[config.mk]
export PLATFORM = sky130hd
export DESIGN_NAME = palette_fade_nearest_color
export DESIGN_NICKNAME = d
export VERILOG_FILES = /design/src/rtl/pfn_pkg.sv /design/src/rtl/palette_fade_nearest_color.sv /design/src/rtl/pfn_mul.sv
export SDC_FILE = /design/constraint.sdc
export NUM_CORES = 1
export LEC_CHECK = 0
export ABC_AREA = 1
export BUFFER_PORTS_ARGS = -buffer_cell sky130_fd_sc_hd__buf_2
export CAP_MARGIN = 30
export CORE_ASPECT_RATIO = 0.6
export CORE_MARGIN = 4
export CORE_UTILIZATION = 30
export CTS_CLUSTER_DIAMETER = 200
export DETAILED_ROUTE_END_ITERATION = 10
export GPL_TIMING_DRIVEN = 0
export MAX_ROUTING_LAYER = met4
export PLACE_DENSITY = 0.48
export SLEW_MARGIN = 5
export SYNTH_ARGS = -nofsm -noshare
export SYNTH_HDL_FRONTEND = slang
export SYNTH_SLANG_ARGS = --single-unit
[constraint.sdc]
create_clock -name aclk -period 7.85 [get_ports aclk]
set_input_delay 0.3925 -clock aclk [delete_from_list [all_inputs] [get_ports aclk]]
set_output_delay 0.3925 -clock aclk [all_outputs]
set_load 0.05 [all_outputs]
[src/rtl/pfn_pkg.sv]
// ----------------------------------------------------------------------------
// pfn_pkg
// Types, constants and helpers of the palette fade nearest color block.
// ----------------------------------------------------------------------------
`default_nettype none

package pfn_pkg;

    localparam int PALETTE_SIZE_DEF = 16;

    localparam int IDX_W    = 4;
    localparam int CH_W     = 5;
    localparam int COLOR_W  = 15;
    localparam int WORD_W   = 60;
    localparam int N_WORDS  = 4;
    localparam int FACTOR_W = 16;
    localparam int F_W      = 9;
    localparam int OP_W     = 14;
    localparam int PROD_W   = 2 * OP_W;
    localparam int TERM_W   = PROD_W - 8;
    localparam int DIST_W   = TERM_W + 2;

    localparam logic [F_W-1:0] FIX_ONE = 9'd256;

    typedef logic [1:0] ch_sel_t;
    localparam ch_sel_t CH_R = 2'd0;
    localparam ch_sel_t CH_G = 2'd1;
    localparam ch_sel_t CH_B = 2'd2;

    typedef logic [N_WORDS-1:0][WORD_W-1:0] pal_words_t;

    // Tag that travels alongside an operand pair through the shared multiplier.
    typedef struct packed {
        logic             vld;
        logic             is_dist;
        ch_sel_t          ch;
        logic [IDX_W-1:0] j;
        logic             last_j;
    } pfn_tag_t;

    function automatic logic [COLOR_W-1:0] pfn_color(input pal_words_t words,
                                                      input logic [IDX_W-1:0] idx);
        logic [WORD_W-1:0] w;
        logic [5:0]        sh;
        w  = words[idx[3:2]];
        sh = 6'(idx[1:0]) * 6'd15;
        return w[sh +: COLOR_W];
    endfunction

    function automatic logic [CH_W-1:0] pfn_chan(input logic [COLOR_W-1:0] color,
                                                  input ch_sel_t ch);
        logic [CH_W-1:0] c;
        unique case (ch)
            CH_R:    c = color[4:0];
            CH_G:    c = color[9:5];
            CH_B:    c = color[14:10];
            default: c = '0;
        endcase
        return c;
    endfunction

endpackage

`default_nettype wire

[src/rtl/palette_fade_nearest_color.sv]
// Input: a new factor is accepted only in IDLE, once the previous run has emitted its last entry;
// output stalls delay it. The single shared multiplier takes one channel term a cycle in SCALE and DIST.
// Reset: synchronous active-low aresetn clears control and the palette registers to 0.
// ----------------------------------------------------------------------------
// palette_fade_nearest_color
// Scales each palette color from entry 1 on by a clamped brightness factor and maps it to the
// nearest palette entry by sum of squared channel differences.
// ----------------------------------------------------------------------------
`default_nettype none

module palette_fade_nearest_color
    import pfn_pkg::*;
#(
    parameter int PALETTE_SIZE = PALETTE_SIZE_DEF
) (
    input  wire logic                       aclk,
    input  wire logic                       aresetn,
    input  wire logic                       s_valid,
    output logic                            s_ready,
    input  wire logic signed [FACTOR_W-1:0] s_factor,
    output logic                            m_valid,
    input  wire logic                       m_ready,
    output logic             [IDX_W-1:0]    m_entry_index,
    output logic             [IDX_W-1:0]    m_mapped_index,
    output logic             [COLOR_W-1:0]  m_mapped_color,
    output logic                            m_last,
    input  wire logic                       cfg_we,
    input  wire logic        [1:0]          cfg_index,
    input  wire logic        [WORD_W-1:0]   cfg_wdata
);

    localparam logic [IDX_W-1:0] LAST_IDX = IDX_W'(PALETTE_SIZE - 1);

    typedef enum logic [2:0] {
        IDLE,
        SCALE,
        DIST,
        DRAIN,
        EMIT
    } state_t;

    state_t state_reg;

    pal_words_t          pal_reg;
    logic [F_W-1:0]      f_reg;
    logic [IDX_W-1:0]    i_reg;
    logic [IDX_W-1:0]    j_reg;
    ch_sel_t             ch_reg;
    logic [OP_W-1:0]     sc_r_reg;
    logic [OP_W-1:0]     sc_g_reg;
    logic [OP_W-1:0]     sc_b_reg;
    logic [DIST_W-1:0]   acc_reg;
    logic [DIST_W-1:0]   best_reg;
    logic [IDX_W-1:0]    best_j_reg;

    logic                m_valid_reg;
    logic [IDX_W-1:0]    m_entry_index_reg;
    logic [IDX_W-1:0]    m_mapped_index_reg;
    logic [COLOR_W-1:0]  m_mapped_color_reg;
    logic                m_last_reg;

    logic [COLOR_W-1:0]  cur_col;
    logic [CH_W-1:0]     cur_c;
    logic [OP_W-1:0]     target;
    logic [OP_W-1:0]     sc_sel;
    logic [OP_W-1:0]     diff;
    logic [OP_W-1:0]     op_a;
    logic [OP_W-1:0]     op_b;
    pfn_tag_t            tag_in;
    pfn_tag_t            tag_out;
    logic [PROD_W-1:0]   prod;
    logic [DIST_W-1:0]   acc_sum;
    logic [OP_W-1:0]     scaled;
    logic [F_W-1:0]      f_next;
    logic                out_free;

    always_comb begin
        cur_col = pfn_color(pal_reg, (state_reg == SCALE) ? i_reg : j_reg);
        cur_c   = pfn_chan(cur_col, ch_reg);
        target  = {cur_c, 9'd0};
        unique case (ch_reg)
            CH_R:    sc_sel = sc_r_reg;
            CH_G:    sc_sel = sc_g_reg;
            CH_B:    sc_sel = sc_b_reg;
            default: sc_sel = '0;
        endcase
        diff = (target >= sc_sel) ? (target - sc_sel) : (sc_sel - target);

        if (state_reg == SCALE) begin
            op_a = OP_W'(cur_c);
            op_b = OP_W'(f_reg);
        end else begin
            op_a = diff;
            op_b = diff;
        end

        tag_in.vld     = (state_reg == SCALE) || (state_reg == DIST);
        tag_in.is_dist = (state_reg == DIST);
        tag_in.ch      = ch_reg;
        tag_in.j       = j_reg;
        tag_in.last_j  = (j_reg == LAST_IDX) && (ch_reg == CH_B);

        acc_sum = acc_reg + DIST_W'(prod[PROD_W-1:8]);
        scaled  = {prod[OP_W-2:0], 1'b0};

        if (s_factor[FACTOR_W-1]) begin
            f_next = '0;
        end else if (s_factor > $signed(FACTOR_W'(FIX_ONE))) begin
            f_next = FIX_ONE;
        end else begin
            f_next = s_factor[F_W-1:0];
        end

        out_free = !m_valid_reg || m_ready;
    end

    pfn_mul u_mul (
        .aclk     (aclk),
        .aresetn  (aresetn),
        .op_a     (op_a),
        .op_b     (op_b),
        .tag_in   (tag_in),
        .prod_reg (prod),
        .tag_reg  (tag_out)
    );

    always_ff @(posedge aclk) begin
        if (!aresetn) begin
            state_reg   <= IDLE;
            m_valid_reg <= 1'b0;
            pal_reg     <= '0;
            ch_reg      <= CH_R;
            i_reg       <= '0;
            j_reg       <= '0;
            acc_reg     <= '0;
        end else begin
            if (cfg_we) begin
                pal_reg[cfg_index] <= cfg_wdata;
            end

            if (m_valid_reg && m_ready && (state_reg != EMIT)) begin
                m_valid_reg <= 1'b0;
            end

            unique case (state_reg)
                IDLE: begin
                    if (s_valid) begin
                        f_reg     <= f_next;
                        i_reg     <= IDX_W'(1);
                        ch_reg    <= CH_R;
                        acc_reg   <= '0;
                        state_reg <= SCALE;
                    end
                end
                SCALE: begin
                    if (ch_reg == CH_B) begin
                        ch_reg    <= CH_R;
                        j_reg     <= '0;
                        state_reg <= DIST;
                    end else begin
                        ch_reg <= ch_reg + 2'd1;
                    end
                end
                DIST: begin
                    if (ch_reg == CH_B) begin
                        ch_reg <= CH_R;
                        if (j_reg == LAST_IDX) begin
                            state_reg <= DRAIN;
                        end else begin
                            j_reg <= j_reg + IDX_W'(1);
                        end
                    end else begin
                        ch_reg <= ch_reg + 2'd1;
                    end
                end
                DRAIN: begin
                end
                EMIT: begin
                    if (out_free) begin
                        m_valid_reg        <= 1'b1;
                        m_entry_index_reg  <= i_reg;
                        m_mapped_index_reg <= best_j_reg;
                        m_mapped_color_reg <= pfn_color(pal_reg, best_j_reg);
                        m_last_reg         <= (i_reg == LAST_IDX);
                        if (i_reg == LAST_IDX) begin
                            state_reg <= IDLE;
                        end else begin
                            i_reg     <= i_reg + IDX_W'(1);
                            state_reg <= SCALE;
                        end
                    end else if (m_valid_reg && m_ready) begin
                        m_valid_reg <= 1'b0;
                    end
                end
                default: state_reg <= IDLE;
            endcase

            // consume the registered product
            if (tag_out.vld) begin
                if (!tag_out.is_dist) begin
                    unique case (tag_out.ch)
                        CH_R:    sc_r_reg <= scaled;
                        CH_G:    sc_g_reg <= scaled;
                        default: sc_b_reg <= scaled;
                    endcase
                end else if (tag_out.ch == CH_B) begin
                    acc_reg <= '0;
                    if ((tag_out.j == '0) || (acc_sum < best_reg)) begin
                        best_reg   <= acc_sum;
                        best_j_reg <= tag_out.j;
                    end
                    if (tag_out.last_j) begin
                        state_reg <= EMIT;
                    end
                end else begin
                    acc_reg <= acc_sum;
                end
            end
        end
    end

    assign s_ready        = (state_reg == IDLE);
    assign m_valid        = m_valid_reg;
    assign m_entry_index  = m_entry_index_reg;
    assign m_mapped_index = m_mapped_index_reg;
    assign m_mapped_color = m_mapped_color_reg;
    assign m_last         = m_last_reg;

endmodule

`default_nettype wire

[src/rtl/pfn_mul.sv]
// ----------------------------------------------------------------------------
// pfn_mul
// Shared 14x14 multiplier with registered product and tag.
// ----------------------------------------------------------------------------
`default_nettype none

module pfn_mul
    import pfn_pkg::*;
(
    input  wire logic              aclk,
    input  wire logic              aresetn,
    input  wire logic [OP_W-1:0]   op_a,
    input  wire logic [OP_W-1:0]   op_b,
    input  wire pfn_tag_t          tag_in,
    output logic      [PROD_W-1:0] prod_reg,
    output pfn_tag_t               tag_reg
);

    always_ff @(posedge aclk) begin
        if (!aresetn) begin
            tag_reg <= '0;
        end else begin
            tag_reg <= tag_in;
        end
        prod_reg <= PROD_W'(op_a) * PROD_W'(op_b);
    end

endmodule

`default_nettype wire

==> summary.txt <==
Run status
  • Run status: finished, violations left
  • Failing checks: negative setup slack

Yosys
  • Syn. warnings: 0
  • Number of flops mapped to enable cells by yosys: 98
  • Cell type with the largest total area after synthesis: dfxtp_1
  • Synthesized-area fraction occupied by adder cells: 0.1672
  • Mux cell area share after synthesis: 0.005585
  • Leading post-synthesis cells by instance count: inv_1 (491), nand2_1 (455), o21ai_0 (417)
  • Fraction of synthesized cell area taken by the top area cell type: 0.2331
  • Most used DFF post-synth: dfxtp_1
  • Synthesized-area fraction occupied by and/or/nand/nor cells: 0.1803
  • Compound-gate portion of the synthesized area: 0.1867
  • Synthesized-area fraction occupied by xor and xnor cells: 0.01596
  • Cell types with the largest area share after synthesis: dfxtp_1 (23%), edfxtp_1 (11%), fa_1 (10%)
  • Part of the Yosys area used for sequential elements: 0.3425
  • Number of distinct standard cells referenced by the synthesized netlist: 57
  • Avg Cell Area, Syn: 7.683 um2
  • Main combinational cell family by area after synthesis: compound AO/OA/AOI/OAI gates
  • Number of synthesized register bits: 411
  • Post-Synthesis Cell Area: 26,880 um2
  • Number of instances in the synthesized netlist: 3,499
  • Count leader, synth: inv_1
  • Async set or reset register ratio after synthesis: 0

Placement
  • Cells after DPL: 4,807
  • Area after DPL: 29,480 um2
  • Routability-driven placement congestion ratio: 1.041
  • Sum of net half-perimeters after detailed placement: 107.0 mm
  • Number of input and output port buffers inserted: 108

Finish
  • FILL cells: 9,167
  • Summed area of non-filler cells in the final layout: 33,770 um2
  • Area used by multi-input combinational logic: 16,420 um2
  • Number of flip-flops in the largest register: 240
  • Final nets: 4,180
  • Share of layout cells above drive strength 1: 0.1752
  • Area growth from synthesis to final layout: 25.60%
  • Total area of sequential cells: 9220 um2
  • Final Non-Filler Cells: 5,018

Timing
  • Total Neg Setup Slack: -11,630 ps
  • Highest clock frequency the design can meet: 0.1155 GHz
  • Worst slew slack as a fraction of its limit: 0.2210
  • Maximum clock skew at final layout: 33.03 ps
  • Min Clock Period, post-route: 8661 ps
  • Fin. max-slew vios: 0
  • Unrepaired setup endpoints after global routing: yes
  • Transition time of the tightest slew-check pin: 1168 ps
  • Number of failing setup endpoints in the final timing report: 19
  • Final critical-path share of the clock period: 1.103
  • Number of hold-slack violations in the final timing report: 0
  • Minimum setup slack in the final design: -811.3 ps

Global route
  • Total global routing track utilization: 0.2903
  • Antenna violations before repair: 14
  • Via count of the first global-routing pass: 24,948
  • GRT Residual Overflow: 0
  • Maximum number of pins on one net before global-route repair: 23
  • Wire length of the first global-routing pass: 190.9 mm

Detailed routing
  • Routed wl met2: 47.06 mm
  • Metal-1 WL: 69.42 mm
  • Detail-routed via count per cell: 5.393
  • Mean routed wirelength per cell: 27.28 um
  • Vias post-DR: 27,063
  • Highest routed layer: met4
  • Violation count after the first detailed-route iteration: 3,677
  • DRC viols: 0
  • Detailed route wirelength on metal3: 17.31 mm
  • Pre-Repair DR Iteration Count: 5
  • ANT nets after route: 0
  • Wire length reported by the detailed router: 136.9 mm

Critical path
  • Biggest fanout along the worst timing path: 7
  • Register-to-register setup slack: -810 ps
  • Critical Path Slowest Stage Cell: fa_2
  • Required time at the worst-slack endpoint: 8390 ps
  • CP Launch Type: register
  • Path depth of the worst reg2reg path: 46
  • Buffers and inverters on the worst path: 15
  • Launch point of the worst reg-to-reg path: state_reg[0]
  • Critical path data arrival time: 9200 ps
  • Kind of cell adding the most delay to the critical path: adder cells
  • Most Frequent Cell on Critical Path: inv_2
  • Delay of the slowest cell on the worst path: 630 ps
  • Kind of capture point of the worst setup path: register
  • Critical path class: register to register
  • Endpoint of the lowest-slack register-to-register path: u_mul.prod_reg[20]

Clock tree
  • Maximum level of the CTS H-tree: 2
  • Clock buffer count from CTS: 45
  • Clock tree sinks: 411
  • Clock latency at the later pin of the worst-skew pair: 620 ps
  • TritonCTS clock tree: built
  • Maximum buffer depth of the clock tree: 3
  • CTS clk-pin slew, worst paths: 70 ps
  • Clock root buffer: clkbuf_16

Floorplan
  • Row Count: 84
  • I/O pin cnt: 109
  • Die Y-Extent: 239.9 um
  • Core area: 88,180 um2
  • Chip Width: 394.5 um
  • Initial core utilization: 0.3049
  • Die ar.: 94,630 um2

Job
  • Number of maximum-capacitance constraint violations: 0

Worst hold path
  • Path class of the lowest-slack min-delay path: primary input to register
  • Endpoint of the worst hold-timing path: pal_reg[97]
  • Launch instance of the worst min-delay path: cfg_wdata[37]
  • Hold path depth: 3
-- placed cells by master, fill, tap and decap left out, types with 98 or more instances in the layout --
master	netlist	routed
a21oi_1	350	332
buf_2	39	111
buf_4	6	104
clkbuf_1	133	133
dfxtp_1	313	308
edfxtp_1	98	98
fa_1	137	127
ha_1	140	119
inv_1	491	468
nand2_1	455	424
nand3_1	255	202
nor2_1	331	312
o21ai_0	417	403
-- worst min-delay path, stage by stage --
cell and delay, ps:
buf_2 110, nor2_1 50, nor2_1 80
-- worst max path at each step --
stage                         endpoint  cells after the start          from  slack [ps]
finish              u_mul.prod_reg[20]                     46  state_reg[0]        -810
global placement    u_mul.prod_reg[25]                     42  state_reg[0]       -3040
floorplan           u_mul.prod_reg[23]                     46  state_reg[0]           9
global route        u_mul.prod_reg[20]                     49  state_reg[0]       -1080
detailed placement  u_mul.prod_reg[23]                     41  state_reg[0]       -2660
CTS                 u_mul.prod_reg[23]                     44  state_reg[0]        -790
-- per-stage QoR --
step	setup slack, ps	hold WS (ps)	util
floorplan	9.171	399.6	-
global placement	-3038	411.3	0.3300
detailed placement	-2658	412.7	0.3343
CTS	-785.9	21.38	0.3725
global route	-1078	65.39	0.3829
finish	-811.3	51.90	0.3829
-- area by class of cell --
type | instances | area share
Clock buffer | 64 | 0.03761
Multi-Input combinational cell | 2399 | 0.4863
Tap cell | 1161 | 0.04302
Buffer | 189 | 0.03613
Inverter | 513 | 0.05799
Clock inverter | 16 | 0.004076
Antenna cell | 4 | 0.0002964
Timing Repair Buffer | 261 | 0.06155
Sequential cell | 411 | 0.2730
-- routing by layer --
layer / up-vias / global-route usage
met5: - / -
met4: 0 / 0.05889
met3: 179 / 0.09648
met2: 1478 / 0.3387
met1: 13202 / 0.4599
li1: 12204 / -
-- kinds of logic (layout without fill, tap and decap cells) --
| family | count (synthesis) | in the layout |
|---|---|---|
| AND/OR/NAND/NOR | 1131 | 1132 |
| AO/OA/AOI/OAI | 912 | 912 |
| buffers and inverters | 702 | 1043 |
| flip-flops | 411 | 411 |
| adder cells (fa/ha/maj) | 277 | 277 |
| XOR/XNOR | 49 | 49 |
| multiplexers | 15 | 15 |
| other | 2 | 18 |
-- timing repair --
action                                  4_1_cts  5_1_grt
hold buffers                                  0        0
gates resized for setup                     293      138
endpoints found under the setup margin       24       21
setup buffers                                82       38
pin swaps                                    90       87
cloned                                        2        1
Power is not shown: default switching activity piles up to over one toggle a cycle in this logic, so the estimate is an artifact.
